**config.mk**
```make
export PLATFORM = sky130hd
export DESIGN_NAME = mpc_front
export DESIGN_NICKNAME = d
export VERILOG_FILES = /design/src/rtl/mpc_pkg.sv /design/src/rtl/mpc_front.sv
export SDC_FILE = /design/constraint.sdc
export NUM_CORES = 2
export LEC_CHECK = 0
export BUFFER_PORTS_ARGS = -buffer_cell sky130_fd_sc_hd__buf_2
export CELL_PAD_IN_SITES_DETAIL_PLACEMENT = 0
export CELL_PAD_IN_SITES_GLOBAL_PLACEMENT = 1
export CORE_ASPECT_RATIO = 1.1
export CORE_MARGIN = 2
export CORE_UTILIZATION = 35
export CTS_CLUSTER_SIZE = 20
export DETAILED_ROUTE_END_ITERATION = 7
export PLACE_DENSITY = 0.61
export REMOVE_ABC_BUFFERS = 1
export SLEW_MARGIN = 25
export SYNTH_ARGS = -nofsm -noshare
export SYNTH_HDL_FRONTEND = slang
export SYNTH_SLANG_ARGS = --single-unit
```
**constraint.sdc**
```tcl
create_clock -name clock -period 12 [get_ports clock]
set_input_delay 0.6 -clock clock [delete_from_list [all_inputs] [get_ports clock]]
set_output_delay 0.6 -clock clock [all_outputs]
set_load 0.02 [all_outputs]
```
**src/rtl/mpc_pkg.sv**
```systemverilog
// ----------------------------------------------------------------------------
// mpc_pkg
// Shared types, register codes, state encodings and palette shading for the
// escape-time pixel colouriser.
// ----------------------------------------------------------------------------
package mpc_pkg;

   localparam int CSR_DATA_W  = 32;
   localparam int CSR_INDEX_W = 3;
   localparam int ORIGIN_W    = 32;
   localparam int STEP_W      = 31;
   localparam int ITER_W      = 10;
   localparam int CHAN_W      = 8;
   localparam int T_W         = 8;
   localparam int DIVD_W      = ITER_W + T_W;
   localparam int QUEUE_DEPTH = 2;
   localparam int QUEUE_PTR_W = $clog2(QUEUE_DEPTH);

   localparam logic [ITER_W-1:0] ITER_LIMIT_RESET = 10'd96;

   typedef enum logic [CSR_INDEX_W-1:0] {
      CSR_REAL_ORIGIN    = 3'd0,
      CSR_REAL_STEP      = 3'd1,
      CSR_IMAG_ORIGIN    = 3'd2,
      CSR_IMAG_STEP      = 3'd3,
      CSR_PALETTE_SELECT = 3'd4,
      CSR_ITER_LIMIT     = 3'd5
   } csr_index_type;

   typedef enum logic [1:0] {
      PAL_EARTH = 2'd0,
      PAL_AIR   = 2'd1,
      PAL_FIRE  = 2'd2,
      PAL_WATER = 2'd3
   } palette_type;

   typedef struct packed {
      logic [ORIGIN_W-1:0] real_origin;
      logic [STEP_W-1:0]   real_step;
      logic [ORIGIN_W-1:0] imag_origin;
      logic [STEP_W-1:0]   imag_step;
      palette_type         palette_select;
      logic [ITER_W-1:0]   iter_limit;
   } cfg_type;

   typedef struct packed {
      logic [ITER_W-1:0] iter_count;
      logic              inside_set;
   } esc_result_type;

   typedef struct packed {
      logic [CHAN_W-1:0] red;
      logic [CHAN_W-1:0] green;
      logic [CHAN_W-1:0] blue;
   } rgb_type;

   typedef enum logic [2:0] {
      ESC_IDLE,
      ESC_MUL,
      ESC_SUM,
      ESC_UPD,
      ESC_FIN
   } esc_state_type;

   typedef enum logic [1:0] {
      SHD_IDLE,
      SHD_DIV,
      SHD_OUT
   } shd_state_type;

   // floor(x / 5) by reciprocal, exact for x below 2^12
   function automatic logic [11:0] div5(input logic [11:0] x);
      logic [27:0] p;
      p = 28'(x) * 28'd52429;
      return 12'(p >> 18);
   endfunction

   // floor(x / 255), exact for x below 65280, where the quotient fits in eight bits
   function automatic logic [7:0] div255(input logic [15:0] x);
      logic [16:0] s;
      s = 17'(x) + 17'(x >> 8) + 17'd1;
      return 8'(s >> 8);
   endfunction

   function automatic logic [CHAN_W-1:0] sat8(input logic [8:0] v);
      return (v > 9'd255) ? 8'hff : v[7:0];
   endfunction

   function automatic rgb_type shade_colour(input palette_type pal, input logic [T_W-1:0] t);
      logic [11:0] t12;
      logic [8:0]  r;
      logic [8:0]  g;
      logic [8:0]  b;
      rgb_type     c;
      t12 = 12'(t);
      unique case (pal)
         PAL_EARTH: begin
            r = 9'd40 + 9'((t12 * 12'd5) >> 3);
            g = 9'd24 + 9'((t12 * 12'd3) >> 2);
            b = 9'd12 + 9'(div5(t12));
         end
         PAL_AIR: begin
            r = 9'd70 + 9'((t12 * 12'd3) >> 2);
            g = 9'd110 + 9'((t12 * 12'd9) >> 4);
            b = 9'd150 + 9'(div5(t12 * 12'd2));
         end
         PAL_FIRE: begin
            r = 9'd90 + 9'(div5(t12 * 12'd13) >> 2);
            g = {1'b0, div255(16'(t) * 16'(t))};
            b = 9'(t >> 3);
         end
         PAL_WATER: begin
            r = 9'(t >> 3);
            g = 9'd35 + 9'(div5(t12 * 12'd3));
            b = 9'd90 + 9'(div5(t12 * 12'd13) >> 2);
         end
      endcase
      c.red   = sat8(r);
      c.green = sat8(g);
      c.blue  = sat8(b);
      return c;
   endfunction

endpackage

```
**src/rtl/mpc_front.sv**
```systemverilog
// ----------------------------------------------------------------------------
// mpc_front
// Accepts pixel coordinates and maps them to a clamped complex point in two
// registered stages: index times step, then origin add and clamp to [-8, 8).
// ----------------------------------------------------------------------------
module mpc_front #(
   parameter int COORD_BITS = 12,
   parameter int FRAC_BITS  = 28
) (
   input  logic                       clock,
   input  logic                       reset,
   input  mpc_pkg::cfg_type           cfg,
   input  logic                       in_valid,
   output logic                       in_ready,
   input  logic [COORD_BITS-1:0]      pixel_col,
   input  logic [COORD_BITS-1:0]      pixel_row,
   output logic                       out_valid,
   input  logic                       out_ready,
   output logic [FRAC_BITS+3:0]       out_cx,
   output logic [FRAC_BITS+3:0]       out_cy
);

   localparam int PROD_W = COORD_BITS + mpc_pkg::STEP_W;
   localparam int SUM_W  = PROD_W + 2;
   localparam int C_W    = FRAC_BITS + 4;
   localparam int SAT_W  = ((SUM_W > C_W) ? SUM_W : C_W) + 1;

   logic              s1_valid_ff, s1_valid_in;
   logic              s2_valid_ff, s2_valid_in;
   logic [PROD_W-1:0] prod_re_ff, prod_re_in;
   logic [PROD_W-1:0] prod_im_ff, prod_im_in;
   logic [C_W-1:0]    cx_ff, cx_in;
   logic [C_W-1:0]    cy_ff, cy_in;
   logic [SUM_W-1:0]  sum_re;
   logic [SUM_W-1:0]  sum_im;
   logic              s1_take;
   logic              s2_load;

   function automatic logic [C_W-1:0] clamp(input logic [SUM_W-1:0] v);
      logic [SAT_W-1:0]     e;
      logic [SAT_W-C_W:0]   hi;
      e  = {{(SAT_W-SUM_W){v[SUM_W-1]}}, v};
      hi = e[SAT_W-1:C_W-1];
      if (hi == '0 || hi == '1) begin
         return e[C_W-1:0];
      end else if (e[SAT_W-1]) begin
         return {1'b1, {(C_W-1){1'b0}}};
      end else begin
         return {1'b0, {(C_W-1){1'b1}}};
      end
   endfunction

   always_comb begin
      s2_load  = s1_valid_ff && (!s2_valid_ff || out_ready);
      in_ready = !s1_valid_ff || s2_load;
      s1_take  = in_valid && in_ready;

      if (s1_take) begin
         s1_valid_in = 1'b1;
      end else if (s2_load) begin
         s1_valid_in = 1'b0;
      end else begin
         s1_valid_in = s1_valid_ff;
      end

      if (s2_load) begin
         s2_valid_in = 1'b1;
      end else if (out_ready) begin
         s2_valid_in = 1'b0;
      end else begin
         s2_valid_in = s2_valid_ff;
      end

      prod_re_in = s1_take ? PROD_W'(pixel_col) * PROD_W'(cfg.real_step) : prod_re_ff;
      prod_im_in = s1_take ? PROD_W'(pixel_row) * PROD_W'(cfg.imag_step) : prod_im_ff;

      sum_re = {{(SUM_W-mpc_pkg::ORIGIN_W){cfg.real_origin[mpc_pkg::ORIGIN_W-1]}},
                cfg.real_origin} + SUM_W'(prod_re_ff);
      sum_im = {{(SUM_W-mpc_pkg::ORIGIN_W){cfg.imag_origin[mpc_pkg::ORIGIN_W-1]}},
                cfg.imag_origin} + SUM_W'(prod_im_ff);

      cx_in = s2_load ? clamp(sum_re) : cx_ff;
      cy_in = s2_load ? clamp(sum_im) : cy_ff;
   end

   always_ff @(posedge clock) begin
      if (reset) begin
         s1_valid_ff <= 1'b0;
         s2_valid_ff <= 1'b0;
      end else begin
         s1_valid_ff <= s1_valid_in;
         s2_valid_ff <= s2_valid_in;
      end
   end

   always_ff @(posedge clock) begin
      prod_re_ff <= prod_re_in;
      prod_im_ff <= prod_im_in;
      cx_ff      <= cx_in;
      cy_ff      <= cy_in;
   end

   assign out_valid = s2_valid_ff;
   assign out_cx    = cx_ff;
   assign out_cy    = cy_ff;

endmodule

```
==> results by group <==
Yosys
  – Most frequently used cell type in the post-synthesis netlist: inv_1
  – Flip-flop and latch count after synthesis: 152
  – Number of enable flip-flop cells after synthesis: 150
  – Async set or reset register ratio after synthesis: 0%
  – Cell type with the largest total area after synthesis: fa_1
  – Most frequently used flop master after synthesis: edfxtp_1
  – Syn Std Cell Area: 33600 µm²
  – Instance count of the mapped netlist: 3803
  – Post-synth top area share: 34.7%
  – Mean Syn Cell Area: 8.84 µm²
  – Number of different library cells in the post-synthesis netlist: 78
  – Sequential cell area fraction in the yosys report: 13.5%
  – Synthesis warning total: 0
  – Commonest cells in the synthesized netlist: inv_1, nand2_1, fa_1, ha_1, and2_1
  – Largest cells by area after synthesis: fa_1, edfxtp_1, ha_1

Timing
  – Post-route setup TNS: 0 ns
  – Final critical-path required period: 7.05 ns
  – Layout Skew: 0.0194 ns
  – Final Max Slew Viols: 0
  – Normalized max-slew margin: 35.9%
  – Final Hold Vio Count: 0
  – Post-route fraction of the period consumed by the critical path: 58.7%
  – Final setup violating endpoints: 0
  – Top achievable clock speed: 142 MHz
  – Final worst-path setup slack: 4.95 ns
  – Worst slew pin tran: 0.962 ns
  – RSZ-0062 raised after global routing: no

Clock network
  – CTS Hold Bufs: 0
  – Clock tree from TritonCTS: built
  – Post_cts resized: 0
  – Post-CTS Repair Setup Buffers: 0
  – Cell at the root of the clock tree: clkbuf_16
  – Total number of clock tree sinks: 152
  – Insertion delay of the later-clocked pin in the worst-skew pair: 0.47 ns
  – Buffer levels on the longest clock path: 2
  – Clock-pin slew on the worst setup and hold paths: 0.07 ns
  – Number of buffers added by the clock tree synthesis step: 17
  – Number of H-tree levels: 4

Worst setup path
  – Termination of the worst setup path: prod_im_ff[40]
  – WS Path Type: input port to flip-flop
  – Source of the worst register-to-register timing path: prod_re_ff[0]
  – Reg-to-reg endpoint: out_cx[22]
  – Required @ worst endpoint: 12.20 ns
  – Critical Path Start: pixel_row[3]
  – Register-to-register setup slack: 7.09 ns
  – Arrival time at the worst endpoint: 7.25 ns
  – Element type at the critical path end: flip-flop
  – Highest net fanout along the worst path: 31
  – Number of cells traversed by the worst register-to-register path: 14
  – Launching element type of the critical path: input port

Power
  – Power per unit of standard cell area: 295 nW/µm²
  – Total leakage power: 17.2 nW
  – Worst voltage drop across the vdd grid: 0.216 mV

Detailed routing
  – Remaining DRCs: 0
  – Drt initial violations: 1227
  – Average wire length per cell after detail routing: 17.9 µm
  – Detailed Routing Iterations Pass 1: 5
  – Remaining antenna violation count after routing: 0
  – Via count: 25900
  – Ratio of routed vias to standard cells: 5.03
  – Total wire length: 91900 µm

Layout
  – Nets: 4852
  – Syn-to-layout area delta: 7.84%
  – Layout cells sized above 1: 7.53%

Place
  – Quantity of I/O buffers inserted on ports: 219
  – Worst Setup Slack post-DPL: 4.50 ns
  – GP Congestion: 0.834
  – Total half-perimeter wirelength after legalization and detailed placement: 75300 µm

Die
  – Horizontal die dimension: 299 µm
  – Die Area: 98500 µm²
  – Top-level port count: 232
  – Vertical die dimension: 329 µm
  – Row count: 119
  – Initial Util: 35.2%
  – Placeable Area: 95400 µm²

Global routing
  – Initial antenna violation count: 5
  – Overall overflow remaining after global route: 0
  – Wire length of the first global-routing pass: 150000 µm
  – Number of global-route vias before repair: 27200
  – Largest net degree at the start of global routing: 65
  – Global router's overall resource usage: 19.1%

Status
  – Outcome: finished clean

Worst hold path
  – Classification of the worst-slack hold path: input port to flip-flop

Flow run
  – Max-cap violation count: 0
-- routing by layer --
metal | vias up | share of wire (%) | global-route usage, %
met5 | - | 0.014 | 0
met4 | 2 | 1.3 | 3.43
met3 | 53 | 2.8 | 1.54
met2 | 421 | 49 | 33.2
met1 | 13100 | 47 | 26.2
li1 | 12200 | - | -
-- worst max-delay path, stage by stage --
cell and delay (ns):
buf_2 0.56, nand2_1 0.17, fa_1 0.53, fa_1 0.52, inv_1 0.04, ha_1 0.28, fa_1 0.48, inv_1 0.05
fa_1 0.47, inv_1 0.04, ha_1 0.31, o21ai_0 0.37, a311oi_1 0.17, or3_1 0.49, a21oi_1 0.25, o21ai_0 0.17
a221oi_1 0.72, o21ai_0 0.33, a21oi_1 0.31, o21bai_1 0.09, a21oi_1 0.17, xnor2_1 0.10
-- metrics by stage --
step | hold slack, ns | util [%] | area, µm² | power, W | cells
2_1_floorplan | 0.478 | - | 32800 | 0.00798 | 3608
3_3_place_gp | 0.513 | 37.3 | 35600 | 0.0102 | 5105
3_5_place_dp | 0.515 | 37.3 | 35600 | 0.0102 | 5105
4_1_cts | 0.271 | 38.0 | 36200 | 0.0108 | 5137
5_1_grt | 0.289 | 38.0 | 36200 | 0.0120 | 5138
6_report | 0.310 | 38.0 | 36200 | 0.0107 | 5138
-- cells by family (layout without fill, tap and decap cells) --
family,after synthesis,after routing,share of synthesized area (%)
AOI/OAI and AO/OA,594,594,11.6
xor gates and xnor gates,143,143,3.73
adders and majority gates,832,832,44.0
buffers and inverters,868,932,9.78
DFF,152,152,13.5
muxes,2,2,0.0596
other,0,1,0
and+or+nand+nor,1212,1212,17.3
-- power by group --
part	switching, W	internal (W)
clock	0.000242	0.000327
combinational	0.00520	0.00370
sequential	0.0000596	0.00116
-- sequential cells by signal (all words and copies together) (netlist names) --
signal / cells
out_cx: 32
out_cy: 32
out_valid: 1
prod_im_ff: 43
prod_re_ff: 43
s1_valid_ff: 1
-- cell type report --
cell class,count,area [µm²]
Multi-Input combinational cell,2783,25800
Clock inverter,15,173
Clock buffer,17,425
Sequential cell,152,4540
Timing Repair Buffer,227,1160
Inverter,673,2530
Tap cell,1270,1590
Fill cell,9902,59200
Antenna cell,1,2.50
-- layout by cell type (no fill, tap or decap), drive strengths merged, types with 10 or more instances in the layout --
master	netlist	routed
o21ai	111	111
a211oi	20	20
o311ai	30	30
a21o	81	81
nor2b	18	18
nand2	615	615
nor3	42	42
xor2	50	50
o21a	29	29
ha	250	250
inv	673	677
a21oi	178	178
a31oi	10	10
and2	242	242
xnor2	93	93
clkbuf	186	17
fa	582	582
o21bai	26	26
o211ai	24	24
and3	22	22
nor2	103	103
nand2b	23	23
nand4	22	22
nand4b	29	29
buf	9	227
edfxtp	150	150
nand3	43	43
-- how the worst min path moves through the flow --
stage / start / end / slack, ns / cells past startpoint
after CTS: reset / s1_valid_ff / 0.27 / 2
after detailed placement: s1_valid_ff / out_valid / 0.52 / 2
after floorplan: s1_valid_ff / out_valid / 0.48 / 2
after global placement: s1_valid_ff / out_valid / 0.51 / 2
final: reset / s1_valid_ff / 0.31 / 2
after global routing: reset / out_valid / 0.29 / 2
Power figures use the tool's default switching activity.
