--- src/rtl/mpc_pkg.sv ---
// ----------------------------------------------------------------------------
// mpc_pkg
// Shared types, register codes, state encodings and palette shading for the
// escape-time pixel colouriser.
// ----------------------------------------------------------------------------
package mpc_pkg;

   localparam int CSR_DATA_W  = 32;
   localparam int CSR_INDEX_W = 3;
   localparam int ORIGIN_W    = 32;
   localparam int STEP_W      = 31;
   localparam int ITER_W      = 10;
   localparam int CHAN_W      = 8;
   localparam int T_W         = 8;
   localparam int DIVD_W      = ITER_W + T_W;
   localparam int QUEUE_DEPTH = 2;
   localparam int QUEUE_PTR_W = $clog2(QUEUE_DEPTH);

   localparam logic [ITER_W-1:0] ITER_LIMIT_RESET = 10'd96;

   typedef enum logic [CSR_INDEX_W-1:0] {
      CSR_REAL_ORIGIN    = 3'd0,
      CSR_REAL_STEP      = 3'd1,
      CSR_IMAG_ORIGIN    = 3'd2,
      CSR_IMAG_STEP      = 3'd3,
      CSR_PALETTE_SELECT = 3'd4,
      CSR_ITER_LIMIT     = 3'd5
   } csr_index_type;

   typedef enum logic [1:0] {
      PAL_EARTH = 2'd0,
      PAL_AIR   = 2'd1,
      PAL_FIRE  = 2'd2,
      PAL_WATER = 2'd3
   } palette_type;

   typedef struct packed {
      logic [ORIGIN_W-1:0] real_origin;
      logic [STEP_W-1:0]   real_step;
      logic [ORIGIN_W-1:0] imag_origin;
      logic [STEP_W-1:0]   imag_step;
      palette_type         palette_select;
      logic [ITER_W-1:0]   iter_limit;
   } cfg_type;

   typedef struct packed {
      logic [ITER_W-1:0] iter_count;
      logic              inside_set;
   } esc_result_type;

   typedef struct packed {
      logic [CHAN_W-1:0] red;
      logic [CHAN_W-1:0] green;
      logic [CHAN_W-1:0] blue;
   } rgb_type;

   typedef enum logic [2:0] {
      ESC_IDLE,
      ESC_MUL,
      ESC_SUM,
      ESC_UPD,
      ESC_FIN
   } esc_state_type;

   typedef enum logic [1:0] {
      SHD_IDLE,
      SHD_DIV,
      SHD_OUT
   } shd_state_type;

   // floor(x / 5) by reciprocal, exact for x below 2^12
   function automatic logic [11:0] div5(input logic [11:0] x);
      logic [27:0] p;
      p = 28'(x) * 28'd52429;
      return 12'(p >> 18);
   endfunction

   // floor(x / 255), exact for x below 65280, where the quotient fits in eight bits
   function automatic logic [7:0] div255(input logic [15:0] x);
      logic [16:0] s;
      s = 17'(x) + 17'(x >> 8) + 17'd1;
      return 8'(s >> 8);
   endfunction

   function automatic logic [CHAN_W-1:0] sat8(input logic [8:0] v);
      return (v > 9'd255) ? 8'hff : v[7:0];
   endfunction

   function automatic rgb_type shade_colour(input palette_type pal, input logic [T_W-1:0] t);
      logic [11:0] t12;
      logic [8:0]  r;
      logic [8:0]  g;
      logic [8:0]  b;
      rgb_type     c;
      t12 = 12'(t);
      unique case (pal)
         PAL_EARTH: begin
            r = 9'd40 + 9'((t12 * 12'd5) >> 3);
            g = 9'd24 + 9'((t12 * 12'd3) >> 2);
            b = 9'd12 + 9'(div5(t12));
         end
         PAL_AIR: begin
            r = 9'd70 + 9'((t12 * 12'd3) >> 2);
            g = 9'd110 + 9'((t12 * 12'd9) >> 4);
            b = 9'd150 + 9'(div5(t12 * 12'd2));
         end
         PAL_FIRE: begin
            r = 9'd90 + 9'(div5(t12 * 12'd13) >> 2);
            g = {1'b0, div255(16'(t) * 16'(t))};
            b = 9'(t >> 3);
         end
         PAL_WATER: begin
            r = 9'(t >> 3);
            g = 9'd35 + 9'(div5(t12 * 12'd3));
            b = 9'd90 + 9'(div5(t12 * 12'd13) >> 2);
         end
      endcase
      c.red   = sat8(r);
      c.green = sat8(g);
      c.blue  = sat8(b);
      return c;
   endfunction

endpackage

--- src/rtl/mpc_queue.sv ---
// ----------------------------------------------------------------------------
// mpc_queue
// Short first-in first-out queue between the mapping front end and the
// escape loop, so that each side stalls on its own.
// ----------------------------------------------------------------------------
module mpc_queue #(
   parameter int DATA_W = 64
) (
   input  logic              clock,
   input  logic              reset,
   input  logic              in_valid,
   output logic              in_ready,
   input  logic [DATA_W-1:0] in_data,
   output logic              out_valid,
   input  logic              out_ready,
   output logic [DATA_W-1:0] out_data
);

   localparam int CNT_W = mpc_pkg::QUEUE_PTR_W + 1;

   logic [DATA_W-1:0]                  mem_ff [mpc_pkg::QUEUE_DEPTH];
   logic [mpc_pkg::QUEUE_PTR_W-1:0]    wr_ptr_ff, wr_ptr_in;
   logic [mpc_pkg::QUEUE_PTR_W-1:0]    rd_ptr_ff, rd_ptr_in;
   logic [CNT_W-1:0]                   count_ff, count_in;
   logic                               push;
   logic                               pop;

   always_comb begin
      in_ready  = count_ff != CNT_W'(mpc_pkg::QUEUE_DEPTH);
      out_valid = count_ff != '0;
      push      = in_valid && in_ready;
      pop       = out_valid && out_ready;
      wr_ptr_in = push ? wr_ptr_ff + mpc_pkg::QUEUE_PTR_W'(1) : wr_ptr_ff;
      rd_ptr_in = pop ? rd_ptr_ff + mpc_pkg::QUEUE_PTR_W'(1) : rd_ptr_ff;
      count_in  = count_ff + CNT_W'(push) - CNT_W'(pop);
      out_data  = mem_ff[rd_ptr_ff];
   end

   always_ff @(posedge clock) begin
      if (reset) begin
         wr_ptr_ff <= '0;
         rd_ptr_ff <= '0;
         count_ff  <= '0;
      end else begin
         wr_ptr_ff <= wr_ptr_in;
         rd_ptr_ff <= rd_ptr_in;
         count_ff  <= count_in;
      end
   end

   always_ff @(posedge clock) begin
      if (push) begin
         mem_ff[wr_ptr_ff] <= in_data;
      end
   end

endmodule

--- config.mk ---
export PLATFORM = sky130hd
export DESIGN_NAME = mpc_queue
export DESIGN_NICKNAME = d
export VERILOG_FILES = /design/src/rtl/mpc_pkg.sv /design/src/rtl/mpc_queue.sv
export SDC_FILE = /design/constraint.sdc
export NUM_CORES = 1
export LEC_CHECK = 0
export ABC_AREA = 1
export BUFFER_PORTS_ARGS = -buffer_cell sky130_fd_sc_hd__buf_4
export CAP_MARGIN = 10
export CORE_UTILIZATION = 45
export CTS_BUF_LIST = sky130_fd_sc_hd__clkbuf_4
export DETAILED_ROUTE_END_ITERATION = 12
export PLACE_DENSITY_LB_ADDON = 0.2
export SYNTH_ARGS = -nofsm -noshare
export SYNTH_HDL_FRONTEND = slang
export SYNTH_SLANG_ARGS = --single-unit
--- constraint.sdc ---
create_clock -name clock -period 5.6 [get_ports clock]
set_input_delay 1.12 -clock clock [delete_from_list [all_inputs] [get_ports clock]]
set_output_delay 1.12 -clock clock [all_outputs]
set_load 0.02 [all_outputs]
==> results of run 1 <==
## Yosys cell counts
library cell,number
edfxtp_1,128
mux2_4,60
inv_1,8
nor2_1,8
nand2_1,7
buf_12,6
dfxtp_1,5
mux2_2,4
a21oi_1,2
buf_6,1
ha_1,1
nand2_2,1
nand3_1,1
nor2_2,1
nor3_1,1
xnor2_1,1
## stage by stage
stage,total power [mW],hold slack [ns],instance area [um^2]
floorplan,2.00,0.467,5160
global placement,2.28,0.479,6240
detailed placement,2.29,0.497,6240
CTS,2.98,0.524,6560
global route,3.08,0.561,6560
finish,2.94,0.523,6560
## power groups by stage
stage | sequential [mW] | combinational, mW | clock [mW]
global route | 1.37 | 0.955 | 0.756
global placement | 1.37 | 0.904 | 0
detailed placement | 1.38 | 0.910 | 0
floorplan | 1.32 | 0.678 | 0
CTS | 1.36 | 0.912 | 0.712
finish | 1.35 | 0.895 | 0.691
## sequential cells by signal, indices dropped and copies added (netlist names), named ones only
| register | cells |
|---|---|
| count_ff | 2 |
| mem_ff | 128 |
| rd_ptr_ff | 1 |
| wr_ptr_ff | 1 |
## layer usage
metal  wire (um)  part of all wire, %
met4          62                 0.75
met3         572                  6.9
met5           0                    0
met2        4340                   52
met1        3310                   40
## kinds of logic after synthesis
group | count (synthesis) | share of synthesized area, %
compound gates | 2 | 0.194
mux | 64 | 18.3
flops | 133 | 76.4
fa+ha+maj | 1 | 0.242
simple gates | 19 | 1.53
xor+xnor | 1 | 0.170
buf+inv | 15 | 3.13
## final cells by class
type / count / area, um^2 / share of cell area, %
Inverter: 8 / 30.0 / 0.457
Timing Repair Buffer: 136 / 1020 / 15.6
Clock buffer: 18 / 135 / 2.06
Tap cell: 140 / 175 / 2.67
Multi-Input combinational cell: 87 / 1070 / 16.3
Clock inverter: 14 / 184 / 2.80
Sequential cell: 133 / 3950 / 60.1
## path summary, 6_finish.rpt
kind	depth (start not counted)	to
min	2	rd_ptr_ff
min reg2reg	2	rd_ptr_ff
max	3	out_data[16]
max reg2reg	5	mem_ff[0][40]
## tightest hold or removal path, delay by kind of cell, from the launching register on
kind	cells	cell delay (ns)
and+or+nand+nor	2	0.14
DFF	1	0.35
==> results.py, run 1 <==
metrics = {
    "grt": {
        "grt_pass1_wl_um": 12200,
        "grtUsageMet2_pct": 24.0,
        "met1_usage_pct": 16.5,
        "gr-total-overflow": 0,
        "grt_pass1_vias": 2482,
        "antenna_found_initial": 0,
        "grt_use_total_pct": 14.6,
        "grt_util_met3_pct": 6.75,
        "busiest_layer": "met2",
        "grt_max_degree": 46,
    },
    "timing": {
        "fmax_ghz": 0.283,
        "hold_violations": 0,
        "min_period_ns": 3.53,
        "finalSetupViolCount": 0,
        "slew_headroom_pct": 29.1,
        "fin_skew_ns": 0.0143,
        "finalMaxSlewViolations": 0,
        "finalSetupTns_ns": 0,
        "rsz0062_at_grt": "false",
        "min_period_over_period_pct": 63.0,
        "worst_slack_ns": 2.07,
        "worst_pin_slew_ns": 1.06,
    },
    "setup_path": {
        "critPathLaunchType": "flop",
        "path_class": "flop to output pin",
        "worstPathMaxFanout": 45,
        "max_stage_delay_ns": 0.91,
        "worstPathCellList": "buf_4, mux2_4, buf_4",
        "critPathArrivalTime_ns": 2.41,
        "timing.rr.start": "count_ff[0]",
        "cp_top_family": "flip-flops",
        "critical_path.slowest_cell": "dfxtp_4",
        "end_kind": "output pin",
        "reg2reg_slack_ns": 3.20,
        "worstPathRequired_ns": 4.48,
        "crit_top_cell": "buf_4",
        "crit_buf_inv": 2,
    },
    "power": {
        "vdd_drop_max_mv": 0.271,
        "power.density_nw_per_um2": 448,
        "p_int_mw": 2.08,
        "p_leak_nw": 2.59,
        "combPwrFrac_pct": 30.5,
        "p_clk_share_pct": 23.5,
        "p_seq_share_pct": 46.0,
        "power.switching_mw": 0.860,
        "p_sw_share_pct": 29.3,
    },
    "routing": {
        "num_vias": 2498,
        "wl_per_cell_um": 15.4,
        "drt_wl_total_um": 8280,
        "ant_nets": 0,
        "first_iter_violations": 61,
        "vias_per_cell": 4.66,
        "drtPass1Iterations": 4,
        "post-route-drc-count": 0,
    },
    "final_layout": {
        "drive_gt1_share_pct": 59.3,
        "layout_commonest_cell": "buf_4",
        "n_antenna_cell": 0,
        "area_growth_pct": 27.2,
        "layout.nets": 452,
        "final_util_pct": 59.8,
        "layout_common_cells": "buf_4 (136), edfxtp_1 (128), mux2_4 (60)",
        "fill_cells": 857,
        "fin_cells": 536,
    },
    "logic_synthesis": {
        "syn_area_um2": 5160,
        "synth.top_cell.area_share_pct": 74.5,
        "synth.net_count": 304,
        "synthTopCellsByArea": "edfxtp_1 (74%), mux2_4 (17%), buf_12 (2.3%)",
        "ys_types": 16,
        "seq_area_frac_synth_pct": 76.4,
        "yosysWarnings": 0,
        "yosysTopAreaCell": "edfxtp_1",
        "ys_seq_elements": 133,
        "synth.avg_cell_area_um2": 22.0,
        "synth_cells": 235,
    },
    "placed_design": {
        "pre_cts_slack_ns": 2.49,
        "io_buffers": 133,
        "gp_congestion": 0.718,
        "dp_hpwl_um": 5420,
        "placed_cells": 504,
    },
    "outcome": {
        "status": "finished clean",
    },
    "worst_hold_path": {
        "worstHoldStart": "rd_ptr_ff",
        "worstHoldPathType": "flop to flop",
    },
    "floorplan": {
        "die_area_um2": 11900,
        "rows": 38,
        "die_y_um": 109,
        "chipWidth_um": 109,
        "start_util_pct": 47.0,
        "io_pins": 134,
        "coreArea_um2": 11000,
    },
    "flow_run": {
        "drv_cap": 0,
    },
    "clocking": {
        "clk_path_buf_depth": 2,
        "tritoncts": "done",
        "clock-sinks": 133,
        "cts_root_buf": "clkbuf_4",
        "clock_latency_ns": 0.51,
        "path_clk_slew_ns": 0.11,
        "postCtsResizedCells": 0,
        "cts_setup_buffers": 0,
        "numCtsBuffers": 17,
        "cts_hold_buf": 0,
        "htreeDepth": 4,
    },
}
No activity file was read; power rests on OpenSTA's default activity.
==> run 2: changes to the inputs <==
- clock period: 5.6 -> 3.1 ns (I/O delays scaled with it)
==> run 2 against run 1 <==
Compared with the run above:
- hold slack worse by 0.24 ns
- critical path type unchanged
- highest routed layer unchanged
- largest cell class unchanged
- power is 74% higher
- critical endpoint is now out_data[21]
- cell area is 0.34% lower
- clock power is 51% higher
- die area stayed put
- final cell count is 0.56% higher
- critical path depth stayed put
- sequential share of layout area is 0.21 points higher
==> results.py, run 2 (synthesized netlist as in run 1, its figures left out) <==
metrics = {
    "clocking": {
        "clk_path_buf_depth": 2,
        "cts_hold_buf": 0,
        "clock-sinks": 133,
        "cts_setup_buffers": 0,
        "tritoncts": "done",
        "path_clk_slew_ns": 0.12,
        "postCtsResizedCells": 0,
        "clock_latency_ns": 0.51,
        "cts_root_buf": "clkbuf_4",
        "htreeDepth": 4,
        "numCtsBuffers": 17,
    },
    "routing": {
        "drtPass1Iterations": 4,
        "num_vias": 2515,
        "wl_per_cell_um": 15.9,
        "ant_nets": 0,
        "post-route-drc-count": 0,
        "drt_wl_total_um": 8550,
        "vias_per_cell": 4.67,
        "first_iter_violations": 118,
    },
    "timing": {
        "slew_headroom_pct": 57.4,
        "finalSetupTns_ns": 0,
        "finalSetupViolCount": 0,
        "worst_slack_ns": 0.337,
        "hold_violations": 0,
        "finalMaxSlewViolations": 0,
        "fmax_ghz": 0.362,
        "worst_pin_slew_ns": 0.639,
        "rsz0062_at_grt": "false",
        "min_period_ns": 2.76,
        "fin_skew_ns": 0.0184,
        "hold_ws_ns": 0.279,
        "min_period_over_period_pct": 89.1,
    },
    "placed_design": {
        "gp_congestion": 0.697,
        "dp_hpwl_um": 5660,
        "placed_cells": 507,
        "pre_cts_slack_ns": 0.867,
        "io_buffers": 133,
    },
    "setup_path": {
        "critical_path.slowest_cell": "dfxtp_4",
        "critPathArrivalTime_ns": 2.14,
        "crit_top_cell": "buf_4",
        "max_stage_delay_ns": 0.79,
        "worstPathMaxFanout": 32,
        "worstPathCellList": "buf_4, mux2_4, buf_4",
        "critPathLaunchType": "flop",
        "worstPathRequired_ns": 2.48,
        "path_class": "flop to output pin",
        "end_kind": "output pin",
    },
    "floorplan": {
        "coreArea_um2": 11000,
        "start_util_pct": 47.0,
        "chipWidth_um": 109,
        "rows": 38,
        "die_area_um2": 11900,
        "die_y_um": 109,
        "io_pins": 134,
    },
    "final_layout": {
        "regMostFlops": "mem_ff",
        "layout_common_cells": "buf_4 (138), edfxtp_1 (128), mux2_4 (60)",
        "drive_gt1_share_pct": 60.2,
        "multi_input_area_um2": 1070,
        "n_antenna_cell": 0,
        "fin_cells": 539,
        "largest_reg_flops": 128,
        "final-seq-area_um2": 3950,
        "fill_cells": 834,
        "layout.nets": 455,
        "reg_top3": "mem_ff (128), count_ff (2)",
        "layout_commonest_cell": "buf_4",
        "area_growth_pct": 26.7,
    },
    "power": {
        "vdd_drop_max_mv": 0.349,
        "power.density_nw_per_um2": 783,
        "p_leak_nw": 2.58,
        "power_mw": 5.12,
    },
    "grt": {
        "grt_pass1_vias": 2624,
        "grt_use_total_pct": 15.2,
        "grt_max_degree": 33,
        "grt_pass1_wl_um": 12700,
        "gr-total-overflow": 0,
        "antenna_found_initial": 0,
    },
    "flow_run": {
        "drv_cap": 0,
    },
    "outcome": {
        "status": "finished clean",
    },
    "worst_hold_path": {
        "worstHoldPathType": "primary input to flop",
    },
}
==> run 2: worst paths after layout <==
path	startpoint	to	cells after the start	slack [ns]
setup / recovery	flop	out_data[21]	3	0.34
hold / removal	reset	wr_ptr_ff	2	0.28
setup reg to reg	count_ff[0]	mem_ff[1][23]	5	1.25
hold reg to reg	rd_ptr_ff	rd_ptr_ff	2	0.52
==> run 2: routing by layer <==
layer | share of wire [%] | GRT usage (%) | vias to the layer above
li1 | - | - | 1217
met1 | 39 | 16.4 | 1197
met2 | 52 | 25.5 | 87
met3 | 6.6 | 6.10 | 14
met4 | 1.7 | 8.11 | 0
met5 | 0 | 0 | -
==> run 2: worst max-delay path: cells and delay by family (launching register included) <==
kind / cells / cell delay [ns]
buffers and inverters: 2 / 0.52
DFF: 1 / 0.79
muxes: 1 / 0.33
==> run 2: cell type report <==
cell class                 count  area share, %
sequential                   133           60.3
multi-input combinational     87           16.4
clock buffer                  17           1.95
timing repair buffer         139           16.1
clock inverter                15           2.05
inverter                       8          0.459
tap                          140           2.68
==> run 2: stage by stage <==
| stage | util (%) | cell area (um^2) |
|---|---|---|
| after floorplan | - | 5170 |
| after global placement | 57.2 | 6280 |
| after detailed placement | 57.2 | 6280 |
| after CTS | 59.6 | 6540 |
| after global routing | 59.6 | 6540 |
| final | 59.6 | 6540 |
==> run 2: report_power, final <==
group	internal, mW	total (mW)	switching [mW]	leakage, nW
registers	2.28	2.42	0.142	1.24
logic	0.845	1.66	0.819	1.20
clock network	0.401	1.04	0.635	0.138
total	3.52	5.12	1.60	2.58
