### src/rtl/mpc_pkg.sv
// ----------------------------------------------------------------------------
// mpc_pkg
// Shared types, register codes, state encodings and palette shading for the
// escape-time pixel colouriser.
// ----------------------------------------------------------------------------
package mpc_pkg;

   localparam int CSR_DATA_W  = 32;
   localparam int CSR_INDEX_W = 3;
   localparam int ORIGIN_W    = 32;
   localparam int STEP_W      = 31;
   localparam int ITER_W      = 10;
   localparam int CHAN_W      = 8;
   localparam int T_W         = 8;
   localparam int DIVD_W      = ITER_W + T_W;
   localparam int QUEUE_DEPTH = 2;
   localparam int QUEUE_PTR_W = $clog2(QUEUE_DEPTH);

   localparam logic [ITER_W-1:0] ITER_LIMIT_RESET = 10'd96;

   typedef enum logic [CSR_INDEX_W-1:0] {
      CSR_REAL_ORIGIN    = 3'd0,
      CSR_REAL_STEP      = 3'd1,
      CSR_IMAG_ORIGIN    = 3'd2,
      CSR_IMAG_STEP      = 3'd3,
      CSR_PALETTE_SELECT = 3'd4,
      CSR_ITER_LIMIT     = 3'd5
   } csr_index_type;

   typedef enum logic [1:0] {
      PAL_EARTH = 2'd0,
      PAL_AIR   = 2'd1,
      PAL_FIRE  = 2'd2,
      PAL_WATER = 2'd3
   } palette_type;

   typedef struct packed {
      logic [ORIGIN_W-1:0] real_origin;
      logic [STEP_W-1:0]   real_step;
      logic [ORIGIN_W-1:0] imag_origin;
      logic [STEP_W-1:0]   imag_step;
      palette_type         palette_select;
      logic [ITER_W-1:0]   iter_limit;
   } cfg_type;

   typedef struct packed {
      logic [ITER_W-1:0] iter_count;
      logic              inside_set;
   } esc_result_type;

   typedef struct packed {
      logic [CHAN_W-1:0] red;
      logic [CHAN_W-1:0] green;
      logic [CHAN_W-1:0] blue;
   } rgb_type;

   typedef enum logic [2:0] {
      ESC_IDLE,
      ESC_MUL,
      ESC_SUM,
      ESC_UPD,
      ESC_FIN
   } esc_state_type;

   typedef enum logic [1:0] {
      SHD_IDLE,
      SHD_DIV,
      SHD_OUT
   } shd_state_type;

   // floor(x / 5) by reciprocal, exact for x below 2^12
   function automatic logic [11:0] div5(input logic [11:0] x);
      logic [27:0] p;
      p = 28'(x) * 28'd52429;
      return 12'(p >> 18);
   endfunction

   // floor(x / 255), exact for x below 65280, where the quotient fits in eight bits
   function automatic logic [7:0] div255(input logic [15:0] x);
      logic [16:0] s;
      s = 17'(x) + 17'(x >> 8) + 17'd1;
      return 8'(s >> 8);
   endfunction

   function automatic logic [CHAN_W-1:0] sat8(input logic [8:0] v);
      return (v > 9'd255) ? 8'hff : v[7:0];
   endfunction

   function automatic rgb_type shade_colour(input palette_type pal, input logic [T_W-1:0] t);
      logic [11:0] t12;
      logic [8:0]  r;
      logic [8:0]  g;
      logic [8:0]  b;
      rgb_type     c;
      t12 = 12'(t);
      unique case (pal)
         PAL_EARTH: begin
            r = 9'd40 + 9'((t12 * 12'd5) >> 3);
            g = 9'd24 + 9'((t12 * 12'd3) >> 2);
            b = 9'd12 + 9'(div5(t12));
         end
         PAL_AIR: begin
            r = 9'd70 + 9'((t12 * 12'd3) >> 2);
            g = 9'd110 + 9'((t12 * 12'd9) >> 4);
            b = 9'd150 + 9'(div5(t12 * 12'd2));
         end
         PAL_FIRE: begin
            r = 9'd90 + 9'(div5(t12 * 12'd13) >> 2);
            g = {1'b0, div255(16'(t) * 16'(t))};
            b = 9'(t >> 3);
         end
         PAL_WATER: begin
            r = 9'(t >> 3);
            g = 9'd35 + 9'(div5(t12 * 12'd3));
            b = 9'd90 + 9'(div5(t12 * 12'd13) >> 2);
         end
      endcase
      c.red   = sat8(r);
      c.green = sat8(g);
      c.blue  = sat8(b);
      return c;
   endfunction

endpackage

### src/rtl/mpc_shade.sv
// ----------------------------------------------------------------------------
// mpc_shade
// Scales the iteration count to t = n*255/limit with a bit-serial divider
// and shades it by the selected palette into the result register; a result
// inside the set skips the divider and is shaded black.
// ----------------------------------------------------------------------------
module mpc_shade (
   input  logic                          clock,
   input  logic                          reset,
   input  mpc_pkg::palette_type          palette_select,
   input  logic [mpc_pkg::ITER_W-1:0]    iter_limit,
   input  logic                          in_valid,
   output logic                          in_ready,
   input  mpc_pkg::esc_result_type       in_result,
   output logic                          out_valid,
   input  logic                          out_ready,
   output logic [mpc_pkg::CHAN_W-1:0]    out_red,
   output logic [mpc_pkg::CHAN_W-1:0]    out_green,
   output logic [mpc_pkg::CHAN_W-1:0]    out_blue,
   output logic [mpc_pkg::ITER_W-1:0]    out_iter_count,
   output logic                          out_inside_set
);

   localparam int CNT_W = $clog2(mpc_pkg::T_W);

   mpc_pkg::shd_state_type           state_ff, state_in;
   mpc_pkg::esc_result_type          res_ff, res_in;
   logic [mpc_pkg::DIVD_W-1:0]       rem_ff, rem_in;
   logic [mpc_pkg::DIVD_W-1:0]       dvs_ff, dvs_in;
   logic [mpc_pkg::T_W-1:0]          quo_ff, quo_in;
   logic [CNT_W-1:0]                 cnt_ff, cnt_in;
   logic                             out_valid_ff, out_valid_in;
   mpc_pkg::rgb_type                 rgb_ff, rgb_in;
   mpc_pkg::esc_result_type          out_res_ff, out_res_in;
   logic                             ge;
   logic                             out_free;

   always_comb begin
      ge       = rem_ff >= dvs_ff;
      out_free = !out_valid_ff || out_ready;
   end

   always_comb begin
      state_in = state_ff;
      unique case (state_ff)
         mpc_pkg::SHD_IDLE: begin
            if (in_valid) begin
               state_in = in_result.inside_set ? mpc_pkg::SHD_OUT : mpc_pkg::SHD_DIV;
            end
         end
         mpc_pkg::SHD_DIV: begin
            if (cnt_ff == '0) begin
               state_in = mpc_pkg::SHD_OUT;
            end
         end
         mpc_pkg::SHD_OUT: begin
            if (out_free) begin
               state_in = mpc_pkg::SHD_IDLE;
            end
         end
         default: begin
            state_in = mpc_pkg::SHD_IDLE;
         end
      endcase
   end

   always_comb begin
      in_ready     = state_ff == mpc_pkg::SHD_IDLE;
      res_in       = res_ff;
      rem_in       = rem_ff;
      dvs_in       = dvs_ff;
      quo_in       = quo_ff;
      cnt_in       = cnt_ff;
      rgb_in       = rgb_ff;
      out_res_in   = out_res_ff;
      out_valid_in = out_valid_ff && !out_ready;
      unique case (state_ff)
         mpc_pkg::SHD_IDLE: begin
            if (in_valid) begin
               res_in = in_result;
               rem_in = (mpc_pkg::DIVD_W'(in_result.iter_count) << mpc_pkg::T_W)
                      - mpc_pkg::DIVD_W'(in_result.iter_count);
               dvs_in = mpc_pkg::DIVD_W'(iter_limit) << (mpc_pkg::T_W - 1);
               quo_in = '0;
               cnt_in = CNT_W'(mpc_pkg::T_W - 1);
            end
         end
         mpc_pkg::SHD_DIV: begin
            if (ge) begin
               rem_in = rem_ff - dvs_ff;
            end
            quo_in = {quo_ff[mpc_pkg::T_W-2:0], ge};
            dvs_in = dvs_ff >> 1;
            cnt_in = cnt_ff - CNT_W'(1);
         end
         mpc_pkg::SHD_OUT: begin
            if (out_free) begin
               out_res_in   = res_ff;
               rgb_in       = res_ff.inside_set ? '0
                                                : mpc_pkg::shade_colour(palette_select, quo_ff);
               out_valid_in = 1'b1;
            end
         end
         default: begin
         end
      endcase
   end

   always_ff @(posedge clock) begin
      if (reset) begin
         state_ff     <= mpc_pkg::SHD_IDLE;
         out_valid_ff <= 1'b0;
      end else begin
         state_ff     <= state_in;
         out_valid_ff <= out_valid_in;
      end
   end

   always_ff @(posedge clock) begin
      res_ff     <= res_in;
      rem_ff     <= rem_in;
      dvs_ff     <= dvs_in;
      quo_ff     <= quo_in;
      cnt_ff     <= cnt_in;
      rgb_ff     <= rgb_in;
      out_res_ff <= out_res_in;
   end

   assign out_valid      = out_valid_ff;
   assign out_red        = rgb_ff.red;
   assign out_green      = rgb_ff.green;
   assign out_blue       = rgb_ff.blue;
   assign out_iter_count = out_res_ff.iter_count;
   assign out_inside_set = out_res_ff.inside_set;

endmodule

### config.mk
export PLATFORM = sky130hd
export DESIGN_NAME = mpc_shade
export DESIGN_NICKNAME = d
export VERILOG_FILES = /design/src/rtl/mpc_pkg.sv /design/src/rtl/mpc_shade.sv
export SDC_FILE = /design/constraint.sdc
export NUM_CORES = 1
export LEC_CHECK = 0
export ABC_CLOCK_PERIOD_IN_PS = 14900
export BUFFER_PORTS_ARGS = -buffer_cell sky130_fd_sc_hd__buf_2
export CORE_ASPECT_RATIO = 1.4
export CORE_MARGIN = 8
export CORE_UTILIZATION = 33
export CTS_CLUSTER_SIZE = 25
export DETAILED_ROUTE_END_ITERATION = 7
export SKIP_CTS_REPAIR_TIMING = 1
export SLEW_MARGIN = 20
export SYNTH_ARGS = -nofsm -noshare
export SYNTH_HDL_FRONTEND = slang
export SYNTH_SLANG_ARGS = --single-unit
### constraint.sdc
create_clock -name clock -period 14.9 [get_ports clock]
set_input_delay 1.49 -clock clock [delete_from_list [all_inputs] [get_ports clock]]
set_output_delay 1.49 -clock clock [all_outputs]
set_load 0.02 [all_outputs]
==> results of run 1 <==
-- cell usage after synthesis (12+ instances only) --
cell	instances	area (µm²)
a31oi_1	15	93.84
o211ai_1	13	97.59
o31ai_1	12	90.09
a21oi_1	98	490.5
o21a_1	12	90.09
edfxtp_1	92	2763
ha_1	300	3754
nor2b_1	16	100.1
nor2_1	105	394.1
xnor2_1	69	604.3
fa_1	120	2402
a21o_1	26	195.2
xor2_1	47	411.6
nand2_1	98	367.9
a211oi_1	18	135.1
clkbuf_1	21	78.83
nand3_1	21	105.1
nor3_1	20	100.1
o21ai_0	79	395.4
inv_1	312	1171
nand2b_1	15	93.84
-- worst max-delay path by stage --
| stage | startpoint | to | slack [ps] | cells after the start |
|---|---|---|---|---|
| 6_report | quo_ff[0]$_SDFFCE_PN0P_ | out_red[7]$_SDFFCE_PP0P_ | 5750 | 35 |
| 4_1_cts | quo_ff[0]$_SDFFCE_PN0P_ | out_red[7]$_SDFFCE_PP0P_ | 5770 | 35 |
| 3_5_place_dp | quo_ff[0]$_SDFFCE_PN0P_ | out_red[7]$_SDFFCE_PP0P_ | 5790 | 35 |
| 3_3_place_gp | quo_ff[0]$_SDFFCE_PN0P_ | out_blue[7]$_SDFFCE_PP0P_ | 5920 | 35 |
| 2_1_floorplan | quo_ff[0]$_SDFFCE_PN0P_ | out_blue[7]$_SDFFCE_PP0P_ | 6520 | 36 |
| 5_1_grt | quo_ff[0]$_SDFFCE_PN0P_ | out_red[7]$_SDFFCE_PP0P_ | 5080 | 35 |
-- final cells by class --
| class | count | area share (%) |
|---|---|---|
| flip-flops and latches | 95 | 16.66 |
| multi-input cells | 1257 | 67.63 |
| well taps | 624 | 4.608 |
| inverters | 314 | 6.956 |
| clock buffers | 9 | 1.329 |
| clock inverters | 7 | 0.5538 |
| repair buffers | 72 | 2.260 |
-- worst max-delay path: cells and delay by family, from the launching register on --
kind / cells / cell delay [ps]
compound gates: 6 / 1820
xor+xnor: 1 / 120
fa+ha+maj: 10 / 3790
buf+inv: 9 / 1390
flops: 1 / 390
simple gates: 9 / 1440
-- routing by layer --
layer / up-vias / GRT usage (%) / wire length (µm)
met3: 118 / 2.118 / 1160
li1: 5938 / - / -
met1: 5824 / 15.94 / 15890
met2: 253 / 30.50 / 22990
met4: 2 / 9.855 / 2922
met5: - / 0 / 11
-- logic make-up after synthesis --
group	count (synthesis)
AND/OR/NAND/NOR	349
other	2
buffers and inverters	342
AO/OA/AOI/OAI	361
XOR/XNOR	117
multiplexers	8
flip-flops	95
adder cells (fa/ha/maj)	420
-- layout by cell type (no fill, tap or decap), types with 5 or more instances in the layout --
cell type,synthesis,final
clkbuf_16,0,9
a21boi_0,8,8
ha_1,300,300
nor3_1,20,20
o21a_1,12,12
xor2_1,47,47
o21ai_0,79,79
o21ai_1,5,5
edfxtp_1,92,92
xnor2_1,69,69
a21o_1,26,26
o31ai_1,12,12
a211oi_1,18,18
nand3_1,21,21
o21bai_1,5,5
a211o_1,5,5
a21oi_1,98,98
nand2b_1,15,14
and3_1,9,9
nor2_1,105,104
nand4_1,8,8
and2_1,11,11
nor4_1,8,8
o211ai_1,13,13
or2_2,7,7
nand2_1,98,98
nor2b_1,16,16
inv_1,312,312
a31oi_1,15,15
fa_1,120,120
buf_2,1,63
buf_4,1,9
or3_1,11,11
-- flip-flops by register name (all words and copies together), names as in the netlist --
name / flops
out_valid: 1
quo_ff: 8
out_blue: 8
out_inside_set: 1
dvs_ff: 17
out_iter_count: 10
out_red: 8
out_green: 8
cnt_ff: 3
state_ff: 2
rem_ff: 18
res_ff: 11
-- metrics by stage --
stage / std cells / util (%) / setup slack [ps]
6_report: 2378 / 36.20 / 5752
5_1_grt: 2378 / 36.20 / 5083
4_1_cts: 2378 / 36.20 / 5768
3_5_place_dp: 2362 / 35.52 / 5791
3_3_place_gp: 2362 / 35.52 / 5923
2_1_floorplan: 1694 / - / 6520
==> impl_metrics.toml, run 1 <==
[detailed_routing]
vias_per_cell = 5.103
drtIter0Drc = 540
remaining_drc_errors = 0
routed_wirelength_um = 42970
post_drt_wl_per_cell_um = 18.07
antenna_left = 0
first_pass_iters = 5
num_vias = 12140

[timing]
fin_worst_skew_ps = 15.21
finalSetupViolCount = 0
hold_viol = 0
setup_tns_ps = 0
timing.hold.ws_ps = 419.2
fmax_ghz = 0.1093
fin_crit_ps = 9148
slew_violations = 0
rsz0062_at_grt = "false"
tightest_slew_ps = 998.1
finalCritPeriodShare_pct = 61.40
max_slew_margin_pct = 33.30

[floorplan]
die_area_um2 = 54460
io_pins = 64
die_h_um = 272.9
coreArea_um2 = 46810
dieWidth_um = 199.5
initial_core_util_pct = 33.24
num_rows = 94

[clocking]
clk_pin_slew_worst_paths_ps = 80
clk_path_buf_depth = 2
cts-root-buf = "clkbuf_16"
ctsHtreeMaxLevel = 3
cts_buffers = 9
clock_latency_ps = 380
clock_sinks = 95
cts_tree = "yes"

[logic_synthesis]
synthArstFlopShare_pct = 0
syn_area_um2 = 15560
syn_nets = 2141
synthMuxAreaShare_pct = 0.8523
synth-compound-area-share_pct = 15.55
syn_area_per_cell_um2 = 9.186
ys_types = 89
synth-xor-area-share_pct = 6.633
synth_cells = 1694
ys.flop_type = "edfxtp_1"
yosys_warnings = 0
synth_top_family_by_area = "adder cells"
synth-seq-area-share_pct = 18.14
synthSimpleGateAreaFrac_pct = 10.94
synth_edf_count = 92
ys_ff_latch = 95
yosys.area_share.adder_pct = 39.56

[worst_hold_path]
min_from = "res_ff[3]$_DFFE_PP_"
worstHoldPathCells = 0
hold_class = "register to register"
min_to = "out_iter_count[2]$_DFFE_PP_"

[finish]
fill_cells = 4812
seqCellArea_um2 = 2823
fin_area_um2 = 16940
drive_gt1_share_pct = 7.070
syn_to_final_growth_pct = 8.885
fin_nets = 2196
multiInputGateArea_um2 = 11460
diodes = 0

[setup_path]
reg2reg_depth = 35
r2r_slack_ps = 5750
start_kind = "register"
required_ps = 15100
path_max_fanout = 9
end_kind = "register"
cp.arrival_ps = 9340
crit_top_cell = "inv_1"
timing.rr.start = "quo_ff[0]$_SDFFCE_PN0P_"
r2r_end = "out_red[7]$_SDFFCE_PP0P_"
worst-setup-path-type = "register to register"
worst_path_max_delay_cell = "fa_1"
cpPeakStageDelay_ps = 550

[outcome]
status = "finished, final reports clean"

[global_routing]
antenna_found_initial = 1
grt_max_degree = 61
overflow = 0
grt_first_pass_wirelength_um = 67680
grt_pass1_vias = 12780
grt_util_all_layers_pct = 15.97

[place]
dp_hpwl_um = 36610
port_buffers = 63
post_dp_cell_area_um2 = 16620
gp_congestion = 0.9266

[job]
maxCapViolCount = 0
Power of run 1 is not shown: default switching activity piles up to over one toggle a cycle in this logic, so the estimate is an artifact.
==> run 2, diff against run 1 <==
--- a/config.mk
+++ b/config.mk
@@ -5,7 +5,7 @@
 export SDC_FILE = /design/constraint.sdc
 export NUM_CORES = 1
 export LEC_CHECK = 0
-export ABC_CLOCK_PERIOD_IN_PS = 14900
+export ABC_CLOCK_PERIOD_IN_PS = 7480
 export BUFFER_PORTS_ARGS = -buffer_cell sky130_fd_sc_hd__buf_2
 export CORE_ASPECT_RATIO = 1.4
 export CORE_MARGIN = 8
==> constraint.sdc (replaced) <==
create_clock -name clock -period 7.48 [get_ports clock]
set_input_delay 0.748 -clock clock [delete_from_list [all_inputs] [get_ports clock]]
set_output_delay 0.748 -clock clock [all_outputs]
set_load 0.02 [all_outputs]
==> run 2 against run 1 <==
  * The flow now finishes with violations (negative setup slack)
  * Core utilization is 3.9 points higher
  * Worst hold slack hardly changed
  * Worst setup slack worse by 5900 ps
  * Clock-buffer cell count stayed put
  * Die area stayed put
  * Flip-flop and latch count stayed put
  * Maximum frequency is 20% higher
  * Clock skew is 6.3 ps higher
  * Register-to-register slack worse by 5900 ps
  * Largest cell class unchanged
==> impl_metrics.toml, run 2 (synthesis gave the netlist of run 1 again) <==
[clocking]
clk_path_buf_depth = 2
cts_tree = "yes"
clock_latency_ps = 370
ctsHtreeMaxLevel = 3
cts-root-buf = "clkbuf_16"
clk_pin_slew_worst_paths_ps = 80
cts_buffers = 9
clock_sinks = 95

[detailed_routing]
num_vias = 12700
antenna_left = 0
first_pass_iters = 5
routed_wirelength_um = 42890
vias_per_cell = 5.009
drtIter0Drc = 558
post_drt_wl_per_cell_um = 16.91
remaining_drc_errors = 0

[global_routing]
grt_first_pass_wirelength_um = 68970
overflow = 0
grt_pass1_vias = 13520
grt_util_all_layers_pct = 15.89
grt_max_degree = 61
antenna_found_initial = 1

[finish]
reg.largest.list = "rem_ff x18, dvs_ff x17, res_ff x11"
fin_nets = 2355
fill_cells = 4712
fin_area_um2 = 18760
top_register = "rem_ff"
final_cells = 2536
final_cell_mix = "303 x inv_1, 288 x ha_1, 165 x buf_4"
largest_register_ffs = 18
final_common_cell = "inv_1"
drive_gt1_share_pct = 18.83
syn_to_final_growth_pct = 20.54
diodes = 0

[setup_path]
crit_top_cell = "inv_2"
start_kind = "register"
worst-setup-path-type = "register to register"
end_kind = "register"
worst_path_max_delay_cell = "fa_1"
path_max_fanout = 5
required_ps = 7670
cp.arrival_ps = 7780
reg2reg_depth = 31
cpPeakStageDelay_ps = 550

[outcome]
status = "finished, violations left"
violations = "negative setup slack"

[floorplan]
io_pins = 64
dieWidth_um = 199.5
num_rows = 94
initial_core_util_pct = 33.24
die_h_um = 272.9
coreArea_um2 = 46810
die_area_um2 = 54460

[timing]
rsz0062_at_grt = "true"
slew_violations = 0
tightest_slew_ps = 1031
setup_ws_ps = -112.4
fin_worst_skew_ps = 21.53
finalSetupViolCount = 16
fmax_ghz = 0.1317
setup_tns_ps = -812.3
max_slew_margin_pct = 31.09
finalCritPeriodShare_pct = 101.5
hold_viol = 0
fin_crit_ps = 7592

[place]
gp_congestion = 0.9173
post_dp_cell_area_um2 = 17930
place_ws_ps = -298.2
port_buffers = 63
dp_hpwl_um = 36230
dp_cells = 2508

[worst_hold_path]
hold_class = "register to register"
worstHoldPathCells = 0

[job]
maxCapViolCount = 0
==> run 2: changes by cell type in the layout (fill, tap and decap cells not counted), sizes merged <==
cell	change
buf	+159
inv	-1
==> run 2: layer usage <==
metal | wire length (µm) | share of wire (%) | up-vias | global-route usage, %
met5 | 13 | 0.030 | - | 0
met4 | 1995 | 4.7 | 2 | 7.255
met3 | 1240 | 2.9 | 91 | 1.576
met2 | 23010 | 54 | 224 | 30.18
met1 | 16630 | 39 | 6138 | 17.35
li1 | - | - | 6249 | -
==> run 2: cell type report <==
cell class | instances | area, µm² | share of cell area [%]
multi-input cells | 1257 | 12060 | 64.28
flip-flops and latches | 95 | 2823 | 15.05
repair buffers | 231 | 1588 | 8.465
inverters | 314 | 1190 | 6.344
well taps | 624 | 780.7 | 4.163
clock buffers | 9 | 225.2 | 1.201
clock inverters | 6 | 93.84 | 0.5003
==> run 2: stage by stage <==
step	hold WS, ps	util [%]
6_report	419.5	40.07
5_1_grt	423.8	40.07
4_1_cts	421.0	38.99
3_5_place_dp	404.5	38.31
3_3_place_gp	403.8	38.31
2_1_floorplan	400.3	-
==> run 2: worst paths after layout <==
check / startpoint / endpoint / slack, ps
worst min-delay path: res_ff[4]$_DFFE_PP_ / out_iter_count[3]$_DFFE_PP_ / 420
worst max register to register: quo_ff[1]$_SDFFCE_PN0P_ / out_red[7]$_SDFFCE_PP0P_ / -110
worst min register to register: res_ff[4]$_DFFE_PP_ / out_iter_count[3]$_DFFE_PP_ / 420
worst max-delay path: quo_ff[1]$_SDFFCE_PN0P_ / out_red[7]$_SDFFCE_PP0P_ / -110
==> run 2: worst max-delay path: cells and delay by family (launching register included) <==
family / cells / cell delay [ps]
xor gates and xnor gates: 1 / 90
DFF: 1 / 450
adders and majority gates: 9 / 3230
and+or+nand+nor: 8 / 1740
AOI/OAI and AO/OA: 6 / 1370
buffers and inverters: 7 / 520
Power of run 2 is left out for the same reason.
==> run 3, diff against run 2 <==
--- a/config.mk
+++ b/config.mk
@@ -12,6 +12,7 @@
 export CORE_UTILIZATION = 33
 export CTS_CLUSTER_SIZE = 25
 export DETAILED_ROUTE_END_ITERATION = 7
+export PLACE_DENSITY = 0.53
 export SKIP_CTS_REPAIR_TIMING = 1
 export SLEW_MARGIN = 20
 export SYNTH_ARGS = -nofsm -noshare
==> run 3 against run 2 <==
  * The flow still finishes with violations (negative setup slack)
  * Global-route usage increased by 0.81 points
  * Via count increased by 0.48%
  * Register-to-register slack got worse by 100 ps
  * Clock-buffer cell count unchanged
  * Final area increased by 1.7%
  * Non-clock buffer count increased by 28
  * Highest routed layer unchanged
==> impl_metrics.toml, run 3 (synthesis gave the netlist of run 1 again) <==
[setup_path]
required_ps = 7580
r2r_slack_ps = -220
end_kind = "register"
cp.arrival_ps = 7790
start_kind = "register"
cp_top_family = "adder cells"
worst-setup-path-type = "register to register"
timing.rr.start = "quo_ff[2]$_SDFFCE_PN0P_"
cpPeakStageDelay_ps = 520
path_max_fanout = 5
crit_path_start = "quo_ff[2]$_SDFFCE_PN0P_"
crit_top_cell = "fa_1"
worst_path_max_delay_cell = "fa_1"
critPathBufInv = 10

[timing]
max_slew_margin_pct = 31.92
setup_tns_ps = -2908
slew_violations = 0
finalSetupViolCount = 22
fin_worst_skew_ps = 19.32
rsz0062_at_grt = "true"
fmax_ghz = 0.1299
setup_ws_ps = -215.9
fin_crit_ps = 7696
hold_viol = 0
finalCritPeriodShare_pct = 102.9
tightest_slew_ps = 1019

[finish]
syn_to_final_growth_pct = 22.59
final_cells = 2565
top_register = "rem_ff"
final_cell_mix = "301 x inv_1, 288 x ha_1, 186 x buf_4"
fin_nets = 2383
final_common_cell = "inv_1"
reg.largest.list = "rem_ff x18, dvs_ff x17, res_ff x11"
drive_gt1_share_pct = 20.61
utilization_pct = 40.75
largest_register_ffs = 18
diodes = 0

[outcome]
violations = "negative setup slack"
status = "finished, violations left"

[place]
gp_congestion = 0.9114
port_buffers = 63
place_ws_ps = -604.0
dp_cells = 2531
dp_hpwl_um = 38040

[floorplan]
dieWidth_um = 199.5
die_area_um2 = 54460
initial_core_util_pct = 33.24
die_h_um = 272.9
coreArea_um2 = 46810
io_pins = 64
num_rows = 94

[global_routing]
grt_max_degree = 60
grt_util_all_layers_pct = 16.71
overflow = 0
grt_pass1_vias = 13630
antenna_found_initial = 1
grt_first_pass_wirelength_um = 71770

[detailed_routing]
drtIter0Drc = 637
remaining_drc_errors = 0
vias_per_cell = 4.977
routed_wirelength_um = 44820
first_pass_iters = 5
antenna_left = 0
num_vias = 12770
post_drt_wl_per_cell_um = 17.47

[worst_hold_path]
hold_class = "register to register"
min_from = "res_ff[2]$_DFFE_PP_"

[clocking]
clk_pin_slew_worst_paths_ps = 80
cts_buffers = 9
clk_path_buf_depth = 2
ctsHtreeMaxLevel = 3
clock_sinks = 95
cts-root-buf = "clkbuf_16"
cts_tree = "yes"
clock_latency_ps = 370

[job]
maxCapViolCount = 0
[run 3: metal layers]
metal  GRT usage [%]  vias to the layer above  wire, µm
met3           1.354                       62      1036
met4           4.772                        2      1249
li1                -                     6298         -
met1           18.04                     6216     17010
met5               0                        -        11
met2           33.51                      187     25510
[run 3: stage by stage]
| stage | instance area [µm²] | hold WS, ps |
|---|---|---|
| 4_1_cts | 18430 | 418.2 |
| 3_5_place_dp | 18100 | 404.5 |
| 5_1_grt | 19080 | 428.4 |
| 3_3_place_gp | 18100 | 402.3 |
| 6_report | 19080 | 420.0 |
| 2_1_floorplan | 15780 | 400.3 |
[run 3: area by class of cell]
| type | count | area, µm² |
|---|---|---|
| clock buffer | 9 | 225.2 |
| tap | 624 | 780.7 |
| sequential | 95 | 2823 |
| multi-input combinational | 1257 | 12130 |
| fill | 4735 | 27730 |
| timing repair buffer | 259 | 1833 |
| inverter | 314 | 1190 |
| clock inverter | 7 | 96.34 |
[run 3: final timing paths]
kind / end / cells past startpoint
max reg2reg: out_red[4]$_SDFFCE_PP0P_ / 31
max: out_red[4]$_SDFFCE_PP0P_ / 31
min: out_iter_count[1]$_DFFE_PP_ / 0
min reg2reg: out_iter_count[1]$_DFFE_PP_ / 0
Power of run 3 is left out for the same reason.
